`src/lzwc_pkg.sv`:
```
// Shared constants and types for the LZW compressor
`default_nettype none
package lzwc_pkg;
   localparam int TableSizeDefault = 9973;
   localparam int MaxInputDefault  = 8192;
   localparam int HashShiftDefault = 5;
   localparam int CodeW = 14;
   localparam int CountW = 14;
   localparam int EpochW = 8;
   localparam logic [CodeW-1:0] CodeEnd   = 14'd256;
   localparam logic [CodeW-1:0] CodeGrow  = 14'd257;
   localparam logic [CodeW-1:0] FirstFree = 14'd258;
   localparam logic [3:0] StartWidth = 4'd9;
   localparam logic [14:0] StartBump = 15'd512;
   localparam logic [13:0] LimitReset = 14'd8192;
   localparam logic [2:0] StOk = 3'd0;
   localparam logic [2:0] StOverflow = 3'd1;
   localparam logic [2:0] StNoGain = 3'd2;
   localparam logic [2:0] StTooLong = 3'd3;
   localparam logic [2:0] StFull = 3'd4;
   // datapath commands
   localparam logic [3:0] CmdNone = 4'd0;
   localparam logic [3:0] CmdStart = 4'd1;   // load byte, count it, clear staging
   localparam logic [3:0] CmdHash = 4'd2;    // compute first probe index
   localparam logic [3:0] CmdRead = 4'd3;    // issue memory read at index
   localparam logic [3:0] CmdInsert = 4'd4;  // write entry, queue prefix code
   localparam logic [3:0] CmdMatch = 4'd5;   // follow matching entry
   localparam logic [3:0] CmdStep = 4'd6;    // advance probe index
   localparam logic [3:0] CmdPutPrefix = 4'd7;
   localparam logic [3:0] CmdPutEnd = 4'd8;
   localparam logic [3:0] CmdPutGrow = 4'd9;
   localparam logic [3:0] CmdFlush = 4'd10;
   localparam logic [3:0] CmdClear = 4'd11;  // sweep one table row
   localparam logic [3:0] CmdFirst = 4'd12;  // first byte becomes prefix
   localparam logic [3:0] CmdSend = 4'd13;   // move one staged byte to the output
   typedef struct packed {
      logic [3:0] op;
      logic       emit_bit;   // shift one bit of the queued code
      logic       new_msg;    // reset message counters
   } dp_cmd_type;
   typedef struct packed {
      logic hit_valid;
      logic hit_match;
      logic bump;        // next free code reached bump point
      logic bits_left;   // queued code has bits remaining
      logic byte_ready;  // a packed byte waits in the output slot
      logic overflow;
      logic too_long;
      logic no_gain;
      logic probes_out;
      logic first;
      logic pend_any;
      logic clear_done;
      logic out_busy;
      logic stage_more;  // staged bytes not yet sent
   } dp_sts_type;
endpackage
`default_nettype wire

```
`src/lzwc_control.sv`:
```
// Controller state machine sequencing one byte through probe and packing
`default_nettype none
module lzwc_control import lzwc_pkg::*; (
   input  wire logic       clock,
   input  wire logic       reset,
   input  wire logic       req_valid,
   output logic            req_ready,
   input  wire logic       req_in_last,
   input  wire dp_sts_type sts,
   output dp_cmd_type      cmd,
   output logic            err_send,
   output logic [2:0]      err_code,
   output logic            last_flag
);
   localparam logic [3:0] SIdle = 4'd0, SDecide = 4'd1, SHash = 4'd2, SRead = 4'd3,
      SWait = 4'd4, SLook = 4'd5, SPack = 4'd6, SAfter = 4'd7, SGrow = 4'd8,
      SEnd1 = 4'd9, SEnd2 = 4'd10, SFlush = 4'd11, SFinal = 4'd12, SErr = 4'd13;
   logic [3:0] st_ff, st_in, ret_ff, ret_in;
   logic last_ff, drop_ff, drop_in;
   logic [2:0] ec_ff, ec_in;

   assign last_flag = last_ff;
   assign err_code = ec_ff;

   always_comb begin
      st_in = st_ff; ret_in = ret_ff; drop_in = drop_ff; ec_in = ec_ff;
      cmd = '{op: CmdNone, emit_bit: 1'b0, new_msg: 1'b0};
      err_send = 1'b0;
      req_ready = (st_ff == SIdle) && !sts.byte_ready && sts.clear_done;
      unique case (st_ff)
         SIdle: if (!sts.clear_done) cmd.op = CmdClear;
            else if (req_valid && req_ready) begin
               if (drop_ff) begin
                  if (req_in_last) begin drop_in = 1'b0; cmd.new_msg = 1'b1; end
               end else if (sts.too_long) begin
                  ec_in = StTooLong; st_in = SErr;
               end else begin
                  cmd.op = CmdStart; st_in = SDecide;
               end
            end
         SDecide: if (sts.first) begin
            cmd.op = CmdFirst; st_in = last_ff ? SEnd1 : SIdle;
         end else begin cmd.op = CmdHash; st_in = SRead; end
         SRead: begin cmd.op = CmdRead; st_in = SWait; end
         SWait: st_in = SLook;
         SLook: if (!sts.hit_valid) begin
            cmd.op = CmdInsert; ret_in = SAfter; st_in = SPack;
         end else if (sts.hit_match) begin
            cmd.op = CmdMatch; st_in = last_ff ? SEnd1 : SIdle;
         end else if (sts.probes_out) begin
            ec_in = StFull; st_in = SErr;
         end else begin cmd.op = CmdStep; st_in = SRead; end
         SPack: if (!sts.bits_left) st_in = ret_ff;
            else if (sts.overflow) begin ec_in = StOverflow; st_in = SErr; end
            else cmd.emit_bit = 1'b1;
         SAfter: st_in = sts.bump ? SGrow : (last_ff ? SEnd1 : SFinal);
         SGrow: begin cmd.op = CmdPutGrow; ret_in = last_ff ? SEnd1 : SFinal;
            st_in = SPack; end
         SEnd1: begin cmd.op = CmdPutPrefix; ret_in = SEnd2; st_in = SPack; end
         SEnd2: begin cmd.op = CmdPutEnd; ret_in = SFlush; st_in = SPack; end
         SFlush: if (sts.no_gain) begin ec_in = StNoGain; st_in = SErr; end
            else begin
               if (sts.pend_any) cmd.op = CmdFlush;
               st_in = SFinal;
            end
         // release the staged bytes one by one, then close the message if last
         SFinal: if (sts.stage_more) begin
               if (!sts.out_busy) cmd.op = CmdSend;
            end else begin
               if (last_ff) cmd.new_msg = 1'b1;
               st_in = SIdle;
            end
         SErr: if (!sts.out_busy) begin
            err_send = 1'b1; cmd.new_msg = 1'b1; st_in = SIdle;
            drop_in = !last_ff;
         end
         default: st_in = SIdle;
      endcase
   end

   always_ff @(posedge clock) begin
      if (reset) begin
         st_ff <= SIdle; ret_ff <= SIdle; drop_ff <= 1'b0; ec_ff <= StOk; last_ff <= 1'b0;
      end else begin
         st_ff <= st_in; ret_ff <= ret_in; drop_ff <= drop_in; ec_ff <= ec_in;
         if (st_ff == SIdle && req_valid && req_ready) last_ff <= req_in_last;
      end
   end
endmodule
`default_nettype wire

```
`config.mk`:
```
export PLATFORM = sky130hd
export DESIGN_NAME = lzwc_control
export DESIGN_NICKNAME = d
export VERILOG_FILES = /design/src/lzwc_pkg.sv /design/src/lzwc_control.sv
export SDC_FILE = /design/constraint.sdc
export NUM_CORES = 1
export LEC_CHECK = 0
export BUFFER_PORTS_ARGS = -buffer_cell sky130_fd_sc_hd__buf_2
export CORE_MARGIN = 5
export CORE_UTILIZATION = 57
export CTS_BUF_LIST = sky130_fd_sc_hd__clkbuf_16
export CTS_CLUSTER_SIZE = 10
export DETAILED_ROUTE_END_ITERATION = 10
export GPL_ROUTABILITY_DRIVEN = 1
export PLACE_DENSITY = 0.85
export SYNTH_ARGS = -nofsm -noshare
export SYNTH_HDL_FRONTEND = slang
export SYNTH_SLANG_ARGS = --single-unit
```
`constraint.sdc`:
```
create_clock -name clock -period 2.96 [get_ports clock]
set_clock_uncertainty 0.05 [all_clocks]
set_input_delay 0.148 -clock clock [delete_from_list [all_inputs] [get_ports clock]]
set_output_delay 0.148 -clock clock [all_outputs]
set_load 0.01 [all_outputs]
```
==> flow_summary.json, run 1 <==
{
  "synth_cell_type_count": 53,
  "finalSetupTns_ns": 0,
  "die_y_um": 56.1,
  "fill_cells": 163,
  "clk_latency_ns": 0.25,
  "place_area_um2": 1330,
  "final-setup-viol-count": 0,
  "post-route-period-util": 0.822,
  "clk_pin_slew_worst_paths_ns": 0.05,
  "core_um2": 2000,
  "synth_top_cell_by_area": "dfxtp_1",
  "antennaDiodeCount": 0,
  "mostFrequentLayoutCells": "buf_2 (29), dfxtp_1 (13), nand2_1 (11), nor2_1 (10), inv_1 (9)",
  "syn_avg_cell_area_um2": 7.68,
  "ys_seq_elements": 13,
  "peakVddDrop_uv": 474,
  "seq_area_frac_synth": 0.214,
  "io_pins": 30,
  "grt_usage": 0.221,
  "finalWorstSetupSlack_ns": 0.528,
  "wl_met1_mm": 1.36,
  "netlist_top_cells_area": "dfxtp_1 (21%), nor2b_1 (4.1%), nand2_1 (3.4%), buf_2 (3.3%), nor3_1 (3.3%)",
  "outcome": "finished clean",
  "drt_wl_total_mm": 3.47,
  "clockBufferDepth": 2,
  "critPathRequiredTime_ns": 3.04,
  "drtAntennaViolNets": 0,
  "synthToLayoutAreaGrowth_pct": 16.0,
  "fmax_ghz": 0.411,
  "cts_resized": 0,
  "grt_max_degree": 30,
  "rsz0062_at_grt": "false",
  "numCtsBuffers": 3,
  "portBuffers": 29,
  "max_slew_margin": 0.418,
  "syn-instance-count": 158,
  "grt_pass1_wl_mm": 5.56,
  "drt_first_pass_iters": 6,
  "hold_class": "in2reg",
  "cts_tree": "done",
  "antenna_found_initial": 0,
  "htree_levels": 1,
  "drtIter0Drc": 84,
  "via_per_inst": 6.66,
  "cts_hold_buf": 0,
  "power.total_uw": 1220,
  "synth_edf_count": 0,
  "layout_commonest_cell": "buf_2",
  "final_layout_size_suffix_gt1_frac": 0.240,
  "clkSinkCount": 13,
  "overflow": 0,
  "dr.max_layer_used": "met4",
  "seq_area_um2": 260,
  "drc": 0,
  "critPathArrivalTime_ns": 2.51,
  "cap_violations": 0,
  "p_per_area_nw_per_um2": 867,
  "met2_wirelength_mm": 1.65,
  "multiInputGateArea_um2": 860,
  "worst_pin_slew_ns": 0.871,
  "post_cts_buffers": 0,
  "slew_violations": 0,
  "wl_per_cell_um": 16.8,
  "grt_pass1_vias": 1242,
  "nNetsFinal": 198,
  "ys_warn_count": 0,
  "root_buffer": "clkbuf_16",
  "fin_area_um2": 1410,
  "path_max_fanout": 25,
  "leakagePower_uw": 0.000562,
  "dr_total_vias": 1372,
  "place_ws_ns": 0.642,
  "post-route-util": 0.703,
  "place_congestion": 0.894,
  "synth_nets": 176,
  "synth_top_area_share": 0.214,
  "critPathKind": "reg2reg",
  "met3WireLength_um": 333,
  "dp_hpwl_mm": 2.42,
  "rows": 16,
  "die_w_um": 56.1,
  "r2r_slack_ns": 0.53,
  "ys_async_sr_fraction": 0,
  "finalHoldViolCount": 0,
  "start_util": 0.606,
  "end_kind": "flop",
  "synth_ff_type": "dfxtp_1",
  "startpoint_type": "flop",
  "die_area_um2": 3150,
  "min_period_ns": 2.43,
  "syn_area_um2": 1210
}
==> path summary, 6_finish.rpt <==
path / cells past startpoint / start / to
max: 4 / st_ff[2] / err_code[0]
max reg2reg: 4 / st_ff[2] / err_code[0]
min: 3 / req_in_last / last_flag
min reg2reg: 2 / err_code[2] / err_code[2]
==> layout make-up <==
cell class	instances	share of cell area
inverters	8	0.0213
flip-flops and latches	13	0.185
multi-input cells	125	0.611
clock inverters	1	0.00267
repair buffers	29	0.103
well taps	27	0.0240
clock buffers	3	0.0533
==> stage by stage <==
| step | hold slack [ns] | instances |
|---|---|---|
| 3_5_place_dp | 0.415 | 202 |
| 5_1_grt | 0.245 | 206 |
| 2_1_floorplan | 0.282 | 158 |
| 3_3_place_gp | 0.416 | 202 |
| 6_report | 0.205 | 206 |
| 4_1_cts | 0.205 | 206 |
==> report_power, final <==
group | internal (uW) | switching [uW]
Combinational | 288 | 291
Clock | 179 | 79.4
Sequential | 234 | 149
==> kinds of logic (layout without fill, tap and decap cells) <==
family,count (synthesis),in the layout,synth area share
AO/OA/AOI/OAI,45,45,0.276
buffers and inverters,20,41,0.0773
flip-flops,13,13,0.214
multiplexers,4,4,0.0361
AND/OR/NAND/NOR,76,76,0.396
==> critical path, stage by stage, from the launching register on <==
cell	delay, ns
dfxtp_1	0.81
nor3b_1	0.35
o21ai_0	0.24
a2111oi_4	0.48
mux2_2	0.38
==> Yosys cell counts (all sizes together), types with 3 or more instances <==
library cell,count
nand2,11
or3b,3
buf,9
nand4bb,3
clkbuf,3
mux2,3
nor2,10
nand2b,5
o211ai,3
a21oi,7
and2,5
a31oi,3
inv,8
o22ai,3
o21ai,7
dfxtp,13
nand3b,4
nor2b,8
nor3,8
nand3,4
==> state kept, by name, summed over array words and instances (netlist names) <==
name       count
st_ff          4
last_flag      1
ret_ff         4
err_code       3
drop_ff        1
==> metal layers <==
layer / vias to the layer above / global-route usage
met5: - / 0
met4: 0 / 0.125
met3: 13 / 0.0394
met2: 87 / 0.356
met1: 633 / 0.274
li1: 639 / -
Power figures use the tool's default switching activity.
==> run 2: changes to the inputs <==
--- a/config.mk
+++ b/config.mk
@@ -6,13 +6,14 @@
 export NUM_CORES = 1
 export LEC_CHECK = 0
 export BUFFER_PORTS_ARGS = -buffer_cell sky130_fd_sc_hd__buf_2
+export CORE_ASPECT_RATIO = 1.75
 export CORE_MARGIN = 5
-export CORE_UTILIZATION = 57
+export CORE_UTILIZATION = 48
 export CTS_BUF_LIST = sky130_fd_sc_hd__clkbuf_16
 export CTS_CLUSTER_SIZE = 10
 export DETAILED_ROUTE_END_ITERATION = 10
 export GPL_ROUTABILITY_DRIVEN = 1
-export PLACE_DENSITY = 0.85
+export PLACE_DENSITY = 0.76
 export SYNTH_ARGS = -nofsm -noshare
 export SYNTH_HDL_FRONTEND = slang
 export SYNTH_SLANG_ARGS = --single-unit
==> constraint.sdc (replaced) <==
create_clock -name clock -period 2 [get_ports clock]
set_clock_uncertainty 0.05 [all_clocks]
set_input_delay 0.1 -clock clock [delete_from_list [all_inputs] [get_ports clock]]
set_output_delay 0.1 -clock clock [all_outputs]
set_load 0.01 [all_outputs]
==> run 2 against run 1 <==
Against the previous run:
- count of clock-buffer cells in the layout is the same
- final cell count increased by 5.3%
- critical endpoint is now cmd[2]
- die area grew 17%
==> flow_summary.json, run 2 (same netlist as run 1, synthesis figures left out) <==
{
  "fmax_ghz": 0.504,
  "via_per_inst": 6.60,
  "p_int_uw": 1190,
  "leakagePower_uw": 0.000636,
  "final_layout_size_suffix_gt1_frac": 0.325,
  "layout_commonest_cell": "buf_2",
  "switching_share": 0.417,
  "die_y_um": 76.5,
  "grt_usage": 0.238,
  "portBuffers": 29,
  "critical_path.top_delay_family": "buffers and inverters",
  "drtAntennaViolNets": 0,
  "drt_wl_total_mm": 4.11,
  "clockBufferDepth": 2,
  "path_cells": "buf_12 > nor4_4 > buf_4 > nand3_1 > o311ai_1 > buf_2",
  "slowest_stage": "dfxtp_2",
  "end_kind": "output pin",
  "grt_max_degree": 18,
  "p_per_area_nw_per_um2": 1320,
  "path_buf_inv": 3,
  "max_slew_margin": 0.725,
  "p_comb_frac": 0.573,
  "rows": 24,
  "path_max_fanout": 11,
  "critPathRequiredTime_ns": 1.85,
  "post-route-util": 0.628,
  "mostFrequentLayoutCells": "buf_2 (29), nand2_1 (11), buf_4 (11), nor2_1 (10), dfxtp_1 (9)",
  "cpPeakStageDelay_ns": 0.37,
  "finalHoldViolCount": 0,
  "finalWorstSetupSlack_ns": 0.0168,
  "htree_levels": 1,
  "post-route-period-util": 0.992,
  "p_sw_uw": 852,
  "min_period_ns": 1.98,
  "drtIter0Drc": 68,
  "io_pins": 30,
  "grt_pass1_vias": 1413,
  "grt_pass1_wl_mm": 6.53,
  "peakVddDrop_uv": 772,
  "final-setup-viol-count": 0,
  "core_um2": 2460,
  "place_ws_ns": 0.0510,
  "antenna_found_initial": 0,
  "dr_total_vias": 1433,
  "path_depth": 6,
  "antennaDiodeCount": 0,
  "critPathKind": "reg2out",
  "slew_violations": 0,
  "wl_per_cell_um": 19.0,
  "nNetsFinal": 210,
  "overflow": 0,
  "drt_first_pass_iters": 4,
  "hold_class": "in2reg",
  "numCtsBuffers": 3,
  "pwr-share-clk": 0.190,
  "outcome": "finished clean",
  "worst_pin_slew_ns": 0.401,
  "start_util": 0.493,
  "clk_pin_slew_worst_paths_ns": 0.05,
  "die_w_um": 48.0,
  "critPathArrivalTime_ns": 1.83,
  "clkSinkCount": 13,
  "clk_latency_ns": 0.25,
  "cts_tree": "done",
  "root_buffer": "clkbuf_16",
  "finalSetupTns_ns": 0,
  "dp_cells": 213,
  "reg2reg_depth": 5,
  "drc": 0,
  "fin_cells": 217,
  "startpoint_type": "flop",
  "dp_hpwl_mm": 3.15,
  "hold_depth": 3,
  "power.total_uw": 2050,
  "pwr-share-seq": 0.237,
  "synthToLayoutAreaGrowth_pct": 27.4,
  "place_congestion": 0.887,
  "die_area_um2": 3670,
  "rsz0062_at_grt": "true",
  "cap_violations": 0
}
[run 2: changes by cell type in the layout (fill, tap and decap cells not counted), sizes merged]
| cell | change |
|---|---|
| buf | +12 |
[run 2: layer usage]
layer | track usage | vias to the layer above | share of wire
met3 | 0.0284 | 15 | 0.052
met2 | 0.370 | 63 | 0.53
met4 | 0.151 | 0 | 0.048
met1 | 0.288 | 688 | 0.37
li1 | - | 667 | -
met5 | 0 | - | 0
[run 2: repair_timing]
item | CTS | global route
endpoints found under the setup margin | 3 | 5
hold buffers | 0 | 0
gates resized for setup | 7 | 6
buffers inserted | 0 | 0
[run 2: metrics by stage]
stage	cell area, um2	hold WS [ns]
floorplan	1210	0.198
global placement	1430	0.378
detailed placement	1430	0.374
CTS	1530	0.117
global route	1550	0.138
finish	1550	0.117
[run 2: path summary, 6_finish.rpt]
kind                from          end  slack [ns]
max reg2reg     st_ff[0]  err_code[0]        0.11
min          req_in_last    last_flag        0.12
max             st_ff[2]       cmd[2]        0.02
min reg2reg  err_code[2]  err_code[2]        0.43
[run 2: area by class of cell]
type,count,area [um2]
Clock inverter,1,3.75
Sequential cell,13,273
Inverter,8,30.0
Multi-Input combinational cell,125,885
Tap cell,26,32.5
Clock buffer,3,75.1
Timing Repair Buffer,41,248
Fill cell,209,916
[run 2: worst reg2reg max path, delay by kind of cell, from the launching register on]
| kind | cells | cell delay (ns) |
|---|---|---|
| buffers and inverters | 1 | 0.18 |
| DFF | 1 | 0.39 |
| muxes | 1 | 0.38 |
| and+or+nand+nor | 1 | 0.17 |
| AOI/OAI and AO/OA | 2 | 0.61 |
[run 2: power groups by stage]
stage	combinational (uW)	clock, uW	sequential, uW
2_1_floorplan	785	0	403
3_3_place_gp	1090	0	456
3_5_place_dp	1110	0	462
4_1_cts	1130	398	470
5_1_grt	1260	414	496
6_report	1170	389	486
==> run 3: changes to the inputs <==
--- a/config.mk
+++ b/config.mk
@@ -5,10 +5,11 @@
 export SDC_FILE = /design/constraint.sdc
 export NUM_CORES = 1
 export LEC_CHECK = 0
+export ABC_AREA = 1
 export BUFFER_PORTS_ARGS = -buffer_cell sky130_fd_sc_hd__buf_2
 export CORE_ASPECT_RATIO = 1.75
 export CORE_MARGIN = 5
-export CORE_UTILIZATION = 48
+export CORE_UTILIZATION = 47
 export CTS_BUF_LIST = sky130_fd_sc_hd__clkbuf_16
 export CTS_CLUSTER_SIZE = 10
 export DETAILED_ROUTE_END_ITERATION = 10
==> run 3 against run 2 <==
Against the previous run:
- utilization fell by 2.1 points
- sequential power is 14% lower
- setup slack better by 0.11 ns
- largest power group unchanged
- synthesized area decreased by 8.8%
- non-clock buffer count is 10 lower
- die area fell by 5.7%
- register-to-register slack improved by 0.28 ns
- first-iteration DRC count increased by 13%
==> flow_summary.json, run 3 <==
{
  "overflow": 0,
  "r2r-start": "st_ff[2]",
  "clk_latency_ns": 0.24,
  "hold_class": "in2reg",
  "core_um2": 2270,
  "cts_hold_buf": 0,
  "drtAntennaViolNets": 0,
  "slew_violations": 0,
  "numCtsBuffers": 3,
  "via_per_inst": 5.44,
  "path_buf_inv": 3,
  "drt_first_pass_iters": 7,
  "finalSetupTns_ns": 0,
  "peakVddDrop_uv": 875,
  "io_pins": 30,
  "max_slew_margin": 0.792,
  "post-route-period-util": 0.939,
  "netlist_top_cells_area": "dfxtp_1 (24%), nand2_1 (22%), nor2_1 (13%), inv_1 (11%), nand3_1 (6.8%)",
  "fill_cells": 242,
  "synth_commonest_cells": "nand2_1 (64), nor2_1 (38), inv_1 (33)",
  "post_cts_buffers": 0,
  "drc": 0,
  "portBuffers": 29,
  "final_layout_size_suffix_gt1_frac": 0.199,
  "critPathArrivalTime_ns": 1.73,
  "end_kind": "output pin",
  "dr_total_vias": 1447,
  "synth_cell_type_count": 23,
  "synth_ff_type": "dfxtp_1",
  "nNetsFinal": 260,
  "clk_pin_slew_worst_paths_ns": 0.04,
  "synth_top_area_share": 0.235,
  "grt_pass1_wl_mm": 6.13,
  "syn-instance-count": 207,
  "place_area_um2": 1290,
  "outcome": "finished clean",
  "cts_tree": "done",
  "synth_edf_count": 0,
  "cap_violations": 0,
  "grt_pass1_vias": 1436,
  "place_congestion": 0.970,
  "finalHoldViolCount": 0,
  "die_y_um": 74.2,
  "min_to": "st_ff[3]",
  "syn_avg_cell_area_um2": 5.35,
  "reg2reg_depth": 9,
  "antenna_found_initial": 0,
  "min_period_ns": 1.88,
  "cts_resized": 0,
  "drt_wl_total_mm": 3.66,
  "die_area_um2": 3460,
  "drtIter0Drc": 77,
  "synth_top_cell_by_area": "dfxtp_1",
  "layout_commonest_cell": "nand2_1",
  "worst_pin_slew_ns": 0.310,
  "path_max_fanout": 6,
  "reg2reg_to": "err_code[1]",
  "hold_depth": 2,
  "critPathKind": "reg2out",
  "startpoint_type": "flop",
  "critical_path.top_delay_family": "simple AND/OR/NAND/NOR gates",
  "critPathRequiredTime_ns": 1.85,
  "antennaDiodeCount": 0,
  "ys_seq_elements": 13,
  "clkSinkCount": 13,
  "seq_area_frac_synth": 0.235,
  "final-setup-viol-count": 0,
  "htree_levels": 1,
  "die_w_um": 46.7,
  "fmax_ghz": 0.533,
  "hp-start": "reset",
  "ys_async_sr_fraction": 0,
  "p_per_area_nw_per_um2": 1380,
  "syn_area_um2": 1110,
  "rows": 23,
  "leakagePower_uw": 0.000759,
  "grt_max_degree": 10,
  "power.total_uw": 1900,
  "mostFrequentLayoutCells": "nand2_1 (64), nor2_1 (38), inv_1 (34), buf_2 (29), nand3_1 (15)",
  "cp_common_cell": "nand2_1",
  "dp_hpwl_mm": 3.03,
  "grt_usage": 0.241,
  "wl_per_cell_um": 13.8,
  "cpPeakStageDelay_ns": 0.36,
  "start_util": 0.487,
  "r2r_slack_ns": 0.39,
  "slowest_stage": "dfxtp_1",
  "post-route-util": 0.607,
  "root_buffer": "clkbuf_16",
  "synthToLayoutAreaGrowth_pct": 24.6,
  "fin_area_um2": 1380,
  "ys_warn_count": 0,
  "clockBufferDepth": 2,
  "path_cells": "inv_1 > nand2_1 > nor2_1 > nand2_1 > or2_2 > nand2_1 > inv_1 > nand3b_1 > buf_2",
  "synth.most_common_cell": "nand2_1",
  "synth_nets": 225
}
run 3: power breakdown:
group          total [uW]  internal [uW]  switching, uW  leakage [uW]
clock                 375            264            112     0.0000423
combinational        1110            366            747      0.000610
sequential            416            340           76.1      0.000107
run 3: cells by family (layout without fill, tap and decap cells):
group                  Yosys count  in the layout  share of synthesized area
AO/OA/AOI/OAI                   26             26                      0.130
AND/OR/NAND/NOR                133            133                      0.516
flip-flops                      13             13                      0.235
buffers and inverters           35             69                      0.119
run 3: final cells by class:
| class | instances | area [um2] | area share |
|---|---|---|---|
| multi-input cells | 159 | 721 | 0.522 |
| repair buffers | 31 | 160 | 0.116 |
| clock buffers | 3 | 75.1 | 0.0544 |
| flip-flops and latches | 13 | 262 | 0.189 |
| well taps | 25 | 31.3 | 0.0227 |
| clock inverters | 1 | 3.75 | 0.00272 |
| inverters | 34 | 128 | 0.0925 |
run 3: metrics by stage:
step	worst slack (ns)	instances	hold WS (ns)
5_1_grt	-0.00263	266	0.117
4_1_cts	0.155	266	0.0874
3_3_place_gp	0.413	262	0.347
2_1_floorplan	0.558	207	0.192
6_report	0.123	266	0.0884
3_5_place_dp	0.424	262	0.338
run 3: worst max path at each step:
| stage | start | endpoint | cells past startpoint |
|---|---|---|---|
| 3_5_place_dp | st_ff[2] | cmd[0] | 6 |
| 2_1_floorplan | st_ff[2] | cmd[0] | 5 |
| 4_1_cts | st_ff[2] | cmd[0] | 6 |
| 3_3_place_gp | st_ff[0] | cmd[4] | 9 |
| 5_1_grt | st_ff[0] | cmd[4] | 9 |
| 6_report | st_ff[0] | cmd[4] | 9 |
run 3: routing by layer:
layer  vias to the layer above  wire (um)  GRT usage
li1                        718          -          -
met1                       618       1270      0.239
met2                        80       1830      0.445
met3                        31        237     0.0436
met4                         0        314      0.129
met5                         -          0          0
